<file path="config.mk">
export PLATFORM = sky130hd
export DESIGN_NAME = midpoint_circle_rasterizer_unit
export DESIGN_NICKNAME = d
export VERILOG_FILES = /design/src/rtl/core/mcr_pkg.sv /design/src/rtl/core/mcr_front.sv /design/src/rtl/core/mcr_queue.sv /design/src/rtl/core/mcr_back.sv /design/src/rtl/core/midpoint_circle_rasterizer_unit.sv
export SDC_FILE = /design/constraint.sdc
export NUM_CORES = 1
export LEC_CHECK = 0
export BUFFER_PORTS_ARGS = -buffer_cell sky130_fd_sc_hd__buf_2
export CAP_MARGIN = 10
export CORE_ASPECT_RATIO = 1.25
export CORE_MARGIN = 4
export CORE_UTILIZATION = 48
export CTS_CLUSTER_SIZE = 8
export DETAILED_ROUTE_END_ITERATION = 12
export PLACE_DENSITY = 0.69
export SYNTH_ARGS = -nofsm -noshare
export SYNTH_HDL_FRONTEND = slang
export SYNTH_SLANG_ARGS = --single-unit
</file>
<file path="constraint.sdc">
create_clock -name clk -period 7.8 [get_ports clk]
set_clock_uncertainty 0.2 [all_clocks]
set_input_delay 0.78 -clock clk [delete_from_list [all_inputs] [get_ports clk]]
set_output_delay 0.78 -clock clk [all_outputs]
set_load 0.05 [all_outputs]
</file>
<file path="src/rtl/core/mcr_pkg.sv">
// Shared types and constants for the midpoint circle rasterizer.
// Used by mcr_front, mcr_queue, mcr_back and the top level.
package mcr_pkg;

  localparam int OFF_W   = 13;  // offset magnitude width
  localparam int CTR_W   = 15;  // center coordinate width
  localparam int COORD_W = 16;  // pixel coordinate width
  localparam int DEC_W   = 16;  // decision term width
  localparam int IDX_W   = 3;   // pixel index within a group of eight

  localparam logic [IDX_W-1:0] LAST_IDX = 3'd7;

  // request codes
  localparam logic REQ_START = 1'b0;
  localparam logic REQ_STEP  = 1'b1;

  // one group of pixels to draw, as handed from front to back
  typedef struct packed {
    logic signed [CTR_W-1:0] cx;
    logic signed [CTR_W-1:0] cy;
    logic [OFF_W-1:0]        off_x;
    logic [OFF_W-1:0]        off_y;
    logic                    done;
    logic                    no_point;
  } job_t;

endpackage

</file>
<file path="src/rtl/core/mcr_front.sv">
// Request front end: holds the circle state, loads it on start, runs one
// midpoint step per step request, and emits a job. Depends on mcr_pkg.
module mcr_front (
  input  logic                           clk,
  input  logic                           rst_n,
  input  logic                           in_valid,
  output logic                           in_ready,
  input  logic                           in_req_type,
  input  logic signed [mcr_pkg::CTR_W-1:0] in_center_x,
  input  logic signed [mcr_pkg::CTR_W-1:0] in_center_y,
  input  logic [mcr_pkg::OFF_W-1:0]      in_radius,
  input  logic                           q_ready,
  output logic                           q_push,
  output mcr_pkg::job_t                  q_job
);
  import mcr_pkg::*;

  logic [OFF_W-1:0]        off_x_r, off_x_nxt;
  logic [OFF_W-1:0]        off_y_r, off_y_nxt;
  logic [DEC_W-1:0]        dec_r, dec_nxt;
  logic signed [CTR_W-1:0] cx_r, cx_nxt;
  logic signed [CTR_W-1:0] cy_r, cy_nxt;
  logic                    active_r, active_nxt;

  logic [OFF_W-1:0] x_inc;
  logic [OFF_W-1:0] y_step;
  logic [DEC_W-1:0] dec_step;
  logic [DEC_W-1:0] diff;
  logic             accept;

  assign in_ready = q_ready;
  assign accept   = in_valid && q_ready;
  assign q_push   = accept;

  // one midpoint iteration on the held offset
  always_comb begin
    x_inc = off_x_r + OFF_W'(1);
    diff  = '0;
    if (dec_r[DEC_W-1]) begin
      y_step   = off_y_r;
      dec_step = dec_r + DEC_W'({x_inc, 1'b1});
    end else begin
      y_step   = off_y_r - OFF_W'(1);
      diff     = DEC_W'(x_inc) - DEC_W'(y_step);
      dec_step = dec_r + {diff[DEC_W-2:0], 1'b1};
    end
  end

  always_comb begin
    off_x_nxt  = off_x_r;
    off_y_nxt  = off_y_r;
    dec_nxt    = dec_r;
    cx_nxt     = cx_r;
    cy_nxt     = cy_r;
    active_nxt = active_r;
    q_job      = '0;
    priority if (in_req_type == REQ_START) begin
      q_job.cx    = in_center_x;
      q_job.cy    = in_center_y;
      q_job.off_x = '0;
      q_job.off_y = in_radius;
      q_job.done  = (in_radius == '0);
      if (accept) begin
        off_x_nxt  = '0;
        off_y_nxt  = in_radius;
        dec_nxt    = DEC_W'(1) - DEC_W'(in_radius);
        cx_nxt     = in_center_x;
        cy_nxt     = in_center_y;
        active_nxt = !q_job.done;
      end
    end else if (active_r) begin
      q_job.cx    = cx_r;
      q_job.cy    = cy_r;
      q_job.off_x = x_inc;
      q_job.off_y = y_step;
      q_job.done  = (x_inc >= y_step);
      if (accept) begin
        off_x_nxt  = x_inc;
        off_y_nxt  = y_step;
        dec_nxt    = dec_step;
        active_nxt = !q_job.done;
      end
    end else begin
      // step with no circle: one marker result, state untouched
      q_job.no_point = 1'b1;
    end
  end

  always_ff @(posedge clk) begin
    if (!rst_n) begin
      off_x_r  <= '0;
      off_y_r  <= '0;
      dec_r    <= '0;
      cx_r     <= '0;
      cy_r     <= '0;
      active_r <= 1'b0;
    end else begin
      off_x_r  <= off_x_nxt;
      off_y_r  <= off_y_nxt;
      dec_r    <= dec_nxt;
      cx_r     <= cx_nxt;
      cy_r     <= cy_nxt;
      active_r <= active_nxt;
    end
  end

endmodule

</file>
<file path="src/rtl/core/mcr_queue.sv">
// Small job FIFO between the front end and the pixel emitter.
// Depends on mcr_pkg for the job type.
module mcr_queue #(
  parameter int DEPTH = 4
) (
  input  logic                          clk,
  input  logic                          rst_n,
  input  logic                          push_valid,
  output logic                          push_ready,
  input  mcr_pkg::job_t                 push_job,
  output logic                          pop_valid,
  input  logic                          pop_ready,
  output mcr_pkg::job_t                 pop_job,
  output logic [$clog2(DEPTH+1)-1:0]    count
);
  import mcr_pkg::*;

  localparam int PTR_W = (DEPTH > 1) ? $clog2(DEPTH) : 1;
  localparam int CNT_W = $clog2(DEPTH+1);

  job_t             mem_r [DEPTH];
  logic [PTR_W-1:0] wptr_r, wptr_nxt;
  logic [PTR_W-1:0] rptr_r, rptr_nxt;
  logic [CNT_W-1:0] cnt_r, cnt_nxt;
  logic             do_push, do_pop;

  assign push_ready = (cnt_r != CNT_W'(DEPTH));
  assign pop_valid  = (cnt_r != '0);
  assign pop_job    = mem_r[rptr_r];
  assign count      = cnt_r;
  assign do_push    = push_valid && push_ready;
  assign do_pop     = pop_valid && pop_ready;

  always_comb begin
    wptr_nxt = wptr_r;
    rptr_nxt = rptr_r;
    cnt_nxt  = cnt_r;
    if (do_push) begin
      wptr_nxt = (wptr_r == PTR_W'(DEPTH-1)) ? '0 : wptr_r + PTR_W'(1);
    end
    if (do_pop) begin
      rptr_nxt = (rptr_r == PTR_W'(DEPTH-1)) ? '0 : rptr_r + PTR_W'(1);
    end
    unique case ({do_push, do_pop})
      2'b10:   cnt_nxt = cnt_r + CNT_W'(1);
      2'b01:   cnt_nxt = cnt_r - CNT_W'(1);
      default: cnt_nxt = cnt_r;
    endcase
  end

  always_ff @(posedge clk) begin
    if (do_push) begin
      mem_r[wptr_r] <= push_job;
    end
  end

  always_ff @(posedge clk) begin
    if (!rst_n) begin
      wptr_r <= '0;
      rptr_r <= '0;
      cnt_r  <= '0;
    end else begin
      wptr_r <= wptr_nxt;
      rptr_r <= rptr_nxt;
      cnt_r  <= cnt_nxt;
    end
  end

endmodule

</file>
<file path="src/rtl/core/mcr_back.sv">
// Pixel emitter: walks a job's eight symmetric pixels (one for no_point),
// one per unstalled cycle, to a registered output. Depends on mcr_pkg.
module mcr_back (
  input  logic                              clk,
  input  logic                              rst_n,
  input  logic                              q_valid,
  output logic                              q_ready,
  input  mcr_pkg::job_t                     q_job,
  output logic                              out_valid,
  input  logic                              out_ready,
  output logic signed [mcr_pkg::COORD_W-1:0] out_pixel_x,
  output logic signed [mcr_pkg::COORD_W-1:0] out_pixel_y,
  output logic                              out_last,
  output logic                              out_circle_done,
  output logic                              out_no_point
);
  import mcr_pkg::*;

  logic                      busy_r, busy_nxt;
  job_t                      job_r;
  logic [IDX_W-1:0]          idx_r, idx_nxt;
  logic                      out_valid_r, out_valid_nxt;
  logic signed [COORD_W-1:0] px_r, py_r;
  logic                      last_r, done_r, np_r;

  logic                      out_load, grp_end, take;
  logic [COORD_W-1:0]        cx16, cy16, a16, b16;
  logic [COORD_W-1:0]        px, py;
  logic                      is_last;

  assign out_load = busy_r && (!out_valid_r || out_ready);
  assign is_last  = job_r.no_point || (idx_r == LAST_IDX);
  assign grp_end  = out_load && is_last;
  assign q_ready  = !busy_r || grp_end;
  assign take     = q_valid && q_ready;

  // index bit 2 swaps x and y, bit 0 negates the x term, bit 1 the y term
  always_comb begin
    cx16 = COORD_W'(job_r.cx);
    cy16 = COORD_W'(job_r.cy);
    a16  = idx_r[2] ? COORD_W'(job_r.off_y) : COORD_W'(job_r.off_x);
    b16  = idx_r[2] ? COORD_W'(job_r.off_x) : COORD_W'(job_r.off_y);
    px   = idx_r[0] ? (cx16 - a16) : (cx16 + a16);
    py   = idx_r[1] ? (cy16 - b16) : (cy16 + b16);
    if (job_r.no_point) begin
      px = '0;
      py = '0;
    end
  end

  always_comb begin
    busy_nxt = busy_r;
    idx_nxt  = idx_r;
    if (out_load) begin
      idx_nxt = idx_r + IDX_W'(1);
    end
    if (grp_end) begin
      busy_nxt = 1'b0;
    end
    if (take) begin
      busy_nxt = 1'b1;
      idx_nxt  = '0;
    end
    out_valid_nxt = out_load ? 1'b1 : (out_ready ? 1'b0 : out_valid_r);
  end

  always_ff @(posedge clk) begin
    if (!rst_n) begin
      busy_r      <= 1'b0;
      idx_r       <= '0;
      out_valid_r <= 1'b0;
    end else begin
      busy_r      <= busy_nxt;
      idx_r       <= idx_nxt;
      out_valid_r <= out_valid_nxt;
    end
  end

  always_ff @(posedge clk) begin
    if (take) begin
      job_r <= q_job;
    end
    if (out_load) begin
      px_r   <= px;
      py_r   <= py;
      last_r <= is_last;
      done_r <= job_r.done && !job_r.no_point;
      np_r   <= job_r.no_point;
    end
  end

  assign out_valid       = out_valid_r;
  assign out_pixel_x     = px_r;
  assign out_pixel_y     = py_r;
  assign out_last        = last_r;
  assign out_circle_done = done_r;
  assign out_no_point    = np_r;

endmodule

</file>
<file path="src/rtl/core/midpoint_circle_rasterizer_unit.sv">
// Top level of the midpoint circle rasterizer: front end, job queue and
// pixel emitter. Depends on mcr_pkg, mcr_front, mcr_queue and mcr_back.
//
// A start request loads center and radius and yields eight pixels; each
// step request advances the circle one midpoint iteration and yields its
// eight symmetric pixels; a step with no active circle yields one result
// flagged no_point. The emitter puts out one pixel per cycle while out_ready
// holds, so a start or step occupies the output for eight pixels and an idle
// step for one result. The front end updates the circle state on accept and
// parks the pixel group in a QUEUE_DEPTH-entry queue, so it keeps taking
// requests while the output side stalls until that queue fills. A pixel
// passes through the queue, the emitter's job register and its output register.
module midpoint_circle_rasterizer_unit #(
  parameter int QUEUE_DEPTH = 4
) (
  input  logic                              clk,
  input  logic                              rst_n,
  input  logic                              in_valid,
  output logic                              in_ready,
  input  logic                              in_req_type,
  input  logic signed [mcr_pkg::CTR_W-1:0]   in_center_x,
  input  logic signed [mcr_pkg::CTR_W-1:0]   in_center_y,
  input  logic [mcr_pkg::OFF_W-1:0]         in_radius,
  output logic                              out_valid,
  input  logic                              out_ready,
  output logic signed [mcr_pkg::COORD_W-1:0] out_pixel_x,
  output logic signed [mcr_pkg::COORD_W-1:0] out_pixel_y,
  output logic                              out_last,
  output logic                              out_circle_done,
  output logic                              out_no_point
);
  import mcr_pkg::*;

  job_t                           push_job, pop_job;
  logic                           push_valid, push_ready;
  logic                           pop_valid, pop_ready;
  logic [$clog2(QUEUE_DEPTH+1)-1:0] q_count;

  mcr_front u_front (
    .clk         (clk),
    .rst_n       (rst_n),
    .in_valid    (in_valid),
    .in_ready    (in_ready),
    .in_req_type (in_req_type),
    .in_center_x (in_center_x),
    .in_center_y (in_center_y),
    .in_radius   (in_radius),
    .q_ready     (push_ready),
    .q_push      (push_valid),
    .q_job       (push_job)
  );

  mcr_queue #(
    .DEPTH (QUEUE_DEPTH)
  ) u_queue (
    .clk        (clk),
    .rst_n      (rst_n),
    .push_valid (push_valid),
    .push_ready (push_ready),
    .push_job   (push_job),
    .pop_valid  (pop_valid),
    .pop_ready  (pop_ready),
    .pop_job    (pop_job),
    .count      (q_count)
  );

  mcr_back u_back (
    .clk             (clk),
    .rst_n           (rst_n),
    .q_valid         (pop_valid),
    .q_ready         (pop_ready),
    .q_job           (pop_job),
    .out_valid       (out_valid),
    .out_ready       (out_ready),
    .out_pixel_x     (out_pixel_x),
    .out_pixel_y     (out_pixel_y),
    .out_last        (out_last),
    .out_circle_done (out_circle_done),
    .out_no_point    (out_no_point)
  );

  // a group streams without gaps once its first pixel is out
  a_group_gapless: assert property (@(posedge clk) disable iff (!rst_n)
    out_valid && out_ready && !out_last |=> out_valid)
    else $error("pixel group interrupted");

  // done flag is uniform across a group
  a_done_uniform: assert property (@(posedge clk) disable iff (!rst_n)
    out_valid && out_ready && !out_last |=> out_circle_done == $past(out_circle_done))
    else $error("circle_done changed inside a group");

  // a no_point marker is a lone result with zero coordinates
  a_no_point_shape: assert property (@(posedge clk) disable iff (!rst_n)
    out_valid && out_no_point |-> out_last && !out_circle_done &&
      out_pixel_x == '0 && out_pixel_y == '0)
    else $error("malformed no_point result");

  // queue never overfills, and input stalls only when it is full
  a_queue_bound: assert property (@(posedge clk) disable iff (!rst_n)
    (q_count <= QUEUE_DEPTH) && (in_ready == (q_count != QUEUE_DEPTH)))
    else $error("job queue occupancy out of range");

endmodule
</file>
After elaboration in Yosys (flattened, before gate mapping):

Memory sizes are Yosys's and may differ from the RTL's. A register that Yosys moved wholly into a read port is not among the register bits.
Cells that the tools add are included.

* flip-flop bits (word level): 120
* bits in writable memories: 232
* logic and storage cells: 102
* memories: 1

Memories
* u_queue.mem_r: words 4, bits a word 58, read ports 1, clocked after Yosys merged registers in 1, write ports 1, RTL line mcr_queue.sv:21 `job_t mem_r [DEPTH];`

* add/sub/neg operators: 15
* magnitude comparators: 1
* eq/ne operators: 8
* muxes and demuxes: 35
* bitwise logic cells: 2
* reductions and logical operators: 23

Operator list (count)
* $mux W13: 11
* $mux W57: 2
* $mux W16: 7
* $add A16 B16 Y16: 3
* $sub A16 B16 Y16: 2
* $add A16 B14 Y16: 1
* $sub A1 B13 Y14 const A: 1
* $sub A13 B13 Y14: 1
* $add A13 B1 Y13 const B: 1
* $ge A13 B13 Y1: 1
* $logic_not A13 Y1: 1
* $sub A13 B1 Y13 const B: 1
* $mux W1: 12
* $reduce_bool A2 Y1: 4
* $add A3 B1 Y3 const B: 2
* $eq A2 B2 Y1 const B: 3
* $logic_and A1 B1 Y1: 6
* $pmux W3 S2: 1
* $logic_not A1 Y1: 5
* $add A2 B1 Y2 const B: 2
* $mux W2: 2
* $ne A2 B1 Y1 const B: 2
* $eq A3 B3 Y1 const B: 1
* $logic_or A1 B1 Y1: 3
* other kinds (8): 9

Depth between registers and ports, before layout:

* word-level depth: 8
* depth in mapped cells: 22
* depth with buffers taken out: 22

Hierarchy:

A second synthesis with hierarchy kept.

* cells, all modules: 1743
* area total of the unflattened synthesis: 20796.2 µm²

Modules (own cells, without submodules)
* mcr_queue: instances 1, cells an instance 359, area an instance 8872.3 µm²
* mcr_front: instances 1, cells an instance 882, area an instance 6212.2 µm²
* mcr_back: instances 1, cells an instance 502, area an instance 5711.7 µm²

Worst setup path after synthesis:

Ideal clock, no wire load.

* path kind: reg2reg
* start point: register u_front.off_y_r[2]
* end point: register u_front.dec_r[15]
* setup time: 122 ps
* data arrival time: 4289 ps
* required time: 7478 ps
* setup slack: 3190 ps
* cell stages (with the launch flop): 19
* period minus slack after synthesis: 4610 ps
* path through: dfxtp_1 -> buf_6 -> or4_4 -> or4_4 -> xor2_1 -> ha_1 -> and2_1 -> a221o_1 -> a21o_1 -> a221o_1 -> xor2_1 -> nor2_1 -> a21oi_1 -> ha_1 -> a21o_1 -> a21o_1 -> a221oi_1 -> xor2_1 -> a21oi_1

* word-level cells in the longest chain between the ends: 7

RTL lines
* start, declared: RTL line mcr_front.sv:19 `logic [OFF_W-1:0] off_y_r, off_y_nxt;`
* start signal, assigned: RTL line mcr_front.sv:99 `off_y_r <= off_y_nxt;`
* $sub A13 B1 Y13: RTL line mcr_front.sv:43 `y_step = off_y_r - OFF_W'(1);`
* $sub A13 B13 Y14: RTL line mcr_front.sv:44 `diff = DEC_W'(x_inc) - DEC_W'(y_step);`
* $add A16 B16 Y16: RTL line mcr_front.sv:45 `dec_step = dec_r + {diff[DEC_W-2:0], 1'b1};`
* $mux W16: RTL line mcr_front.sv:39 `if (dec_r[DEC_W-1]) begin`
* $mux W16: RTL line mcr_front.sv:77 `if (accept) begin`
* $mux W16: RTL line mcr_front.sv:71 `end else if (active_r) begin`
* $mux W16: RTL line mcr_front.sv:57 `priority if (in_req_type == REQ_START) begin`
* end signal, assigned: RTL line mcr_front.sv:100 `dec_r <= dec_nxt;`
* end, declared: RTL line mcr_front.sv:20 `logic [DEC_W-1:0] dec_r, dec_nxt;`

No other way between the ends. The select of a mux whose other input is x is not followed.
A chain may end at the register's enable or synchronous reset.

Worst setup path in the final report:

* start point: register u_front.off_y_r[0]
* end point: register u_front.dec_r[15]

The elaborated chain is that of the path after synthesis.

==> results.json <==
{
  "slew_headroom_pct": 30.3,
  "p_total_w": 0.00935,
  "r2r_setup_slack_ps": 2770,
  "rsz0062_at_grt": "false",
  "syn2layout_area_growth_pct": 12.9,
  "synth_area_leaders": "edfxtp_1, dfxtp_1, mux4_2, ha_1, nand2_1",
  "switching_share_pct": 37.5,
  "ys_warn_count": 0,
  "dpl.hpwl_um": 31000,
  "crit_required_ps": 8050,
  "leakage_nw": 8.47,
  "die_area_mm2": 0.0460,
  "setup_viol": 0,
  "tritoncts": "built",
  "cts_setup_buffers": 0,
  "portBuffers": 84,
  "hold_buffers": 0,
  "seq_power_share_pct": 35.7,
  "rr_endpoint": "u_front.dec_r[15]$_SDFFE_PN0P_",
  "tightest_slew_ps": 1040,
  "crit_family": "compound AO/OA/AOI/OAI gates",
  "cp_num_buf_inv": 1,
  "gr-total-overflow": 0,
  "hp-start": "in_center_x[8]",
  "path_cells": "inv_1 -> ha_1 -> nor3b_1 -> nand3_1 -> xor2_1 -> ha_1 -> and2_1 -> a221o_1 -> a21o_1 -> a221o_1 -> xor2_1 -> nor2_1 -> a21oi_1 -> ha_1 -> a21o_1 -> a21o_1 -> a221oi_1 -> xor2_1 -> a21oi_1",
  "p_int_w": 0.00585,
  "grt_pass1_wl_um": 72800,
  "dr.pass1.iters": 5,
  "ys_types": 64,
  "clock.fmax_ghz": 0.199,
  "final_cell_mix": "edfxtp_1, nand2_1, nor2_1",
  "power_switching_w": 0.00350,
  "crit_path_end_kind": "flip-flop",
  "hold_viol_final": 0,
  "final_max_slew_viol_count": 0,
  "wl_um": 46400,
  "hold_path_end": "u_front.cx_r[8]$_SDFFE_PN0P_",
  "vias": 13500,
  "antenna_cells": 0,
  "synthArstFlopShare_pct": 0,
  "slowest_stage": "nor3b_1",
  "grt_start_max_net_pins": 89,
  "final.setup.tns_ps": 0,
  "status": "completed",
  "r2r_start": "u_front.off_y_r[0]$_SDFFE_PN0P_",
  "drv_cap": 0,
  "wl_per_cell_um": 19.6,
  "worstHoldPathType": "primary input to flip-flop",
  "die_h_um": 239,
  "period_minus_slack_ps": 5030,
  "route.detailed.drc": 0,
  "power_density_mw_per_mm2": 405,
  "drt_iter0_drc": 995,
  "antenna_found_initial": 1,
  "ir_drop_uv": 330,
  "hold_path_depth": 3,
  "ys_seq_elements": 410,
  "p_clk_share_pct": 24.8,
  "critPathArrivalTime_ps": 5280,
  "avgSynthCellArea_um2": 12.1,
  "crit_fanout": 6,
  "yosysTopAreaCell": "edfxtp_1",
  "cts_buffers": 57,
  "core_area_mm2": 0.0420,
  "cts.sinks": 410,
  "nets": 1904,
  "power_frac_comb_pct": 39.5,
  "critPathMaxStageDelay_ps": 600,
  "worst-r2r-cell-count": 19,
  "ys_seq_area_share_pct": 56.1,
  "die_x_um": 193,
  "ys.flop_type": "edfxtp_1",
  "grt_pass1_vias": 13200,
  "clk_latency_ps": 610,
  "finalCritPeriodShare_pct": 64.5,
  "cts_buffer_depth": 3,
  "core.rowCount": 84,
  "start_kind": "flip-flop",
  "ios": 85,
  "viasPerCell": 5.68,
  "clkTransAtPathRegs_ps": 50,
  "place_congestion": 0.918,
  "synthesis.nets": 1828,
  "drive_gt1_share_pct": 14.2,
  "htreeDepth": 2,
  "start_util_pct": 48.6,
  "final_common_cell": "edfxtp_1",
  "synth_area_mm2": 0.0204,
  "worstSetupPathType": "flip-flop to flip-flop",
  "cts-root-buf": "clkbuf_16",
  "synth_top_area_share_pct": 47.8,
  "ant_nets": 0,
  "worstSetupStartpoint": "u_front.off_y_r[0]$_SDFFE_PN0P_",
  "gr-usage-all-layers_pct": 20.2,
  "cts_resized": 0,
  "synthCells": 1689,
  "synth_edf_count": 325
}
==> worst min-delay path: cells and delay by family <==
family	cells	cell delay [ps]
and+or+nand+nor	1	40
AOI/OAI and AO/OA	1	60
buffers and inverters	1	100
==> synth_stat cells, types with 49 or more instances <==
cell type	number
edfxtp_1	325
nand2_1	137
nor2_1	120
o21ai_0	88
ha_1	86
dfxtp_1	85
inv_1	77
a21oi_1	73
mux4_2	62
nand3_1	61
clkbuf_1	56
xnor2_1	53
xor2_1	49
==> flip-flops by register name, summed over array words and instances (netlist names), 2 cells and up <==
| register | count |
|---|---|
| u_back.cx16 | 15 |
| u_front.cx_r | 15 |
| u_front.off_y_r | 13 |
| u_queue.mem_r | 232 |
| u_front.off_x_r | 13 |
| u_back.cy16 | 15 |
| u_back.idx_r | 3 |
| u_queue.rptr_r | 2 |
| u_queue.count | 3 |
| u_back.out_pixel_y | 16 |
| u_front.dec_r | 16 |
| u_front.cy_r | 15 |
| u_queue.wptr_r | 2 |
| u_back.out_pixel_x | 16 |
| u_back.job_r | 28 |
==> cell families after synthesis <==
kind of cell	count (synthesis)	share of synthesized area (%)
buffers and inverters	164	3.13
adders and majority gates	91	5.75
xor gates and xnor gates	102	4.37
muxes	98	8.64
DFF	410	56.1
AOI/OAI and AO/OA	347	10.9
and+or+nand+nor	477	11.1
==> worst max-delay path by stage <==
stage	slack (ps)	end	cells past startpoint
global placement	2910	u_front.dec_r[15]$_SDFFE_PN0P_	19
detailed placement	2870	u_front.dec_r[15]$_SDFFE_PN0P_	19
floorplan	3190	u_front.dec_r[15]$_SDFFE_PN0P_	18
global route	2380	u_front.dec_r[15]$_SDFFE_PN0P_	19
CTS	2830	u_front.dec_r[15]$_SDFFE_PN0P_	19
finish	2770	u_front.dec_r[15]$_SDFFE_PN0P_	19
==> cell type report <==
class                           count  area (um2)
Timing Repair Buffer              102         558
Fill cell                        3581       19000
Sequential cell                   410       11500
Tap cell                          559         699
Clock buffer                      102        1630
Clock inverter                      3        90.1
Multi-Input combinational cell   1115        8350
Inverter                           79         297
==> power by group through the flow <==
stage,clock network (W),logic [W],registers (W)
floorplan,0,0.00255,0.00355
global placement,0,0.00362,0.00336
detailed placement,0,0.00369,0.00337
CTS,0.00236,0.00372,0.00334
global route,0.00246,0.00410,0.00338
finish,0.00232,0.00370,0.00334
==> per-stage QoR <==
step / worst slack (ps) / util (%) / cells / hold slack (ps) / cell area [um2]
5_1_grt: 2380 / 54.9 / 2370 / 216 / 23100
3_5_place_dp: 2870 / 50.8 / 2265 / 259 / 21400
6_report: 2770 / 54.9 / 2370 / 228 / 23100
4_1_cts: 2830 / 54.9 / 2370 / 203 / 23100
3_3_place_gp: 2910 / 50.8 / 2265 / 251 / 21400
2_1_floorplan: 3190 / - / 1689 / 244 / 20400
==> metal layers <==
layer	GRT usage (%)	vias up	share of wire, %
met5	0	-	0
met4	5.23	0	2.2
met3	3.23	70	5.8
met2	34.6	377	50
met1	26.8	6593	42
li1	-	6415	-
No activity file was read; power rests on OpenSTA's default activity.
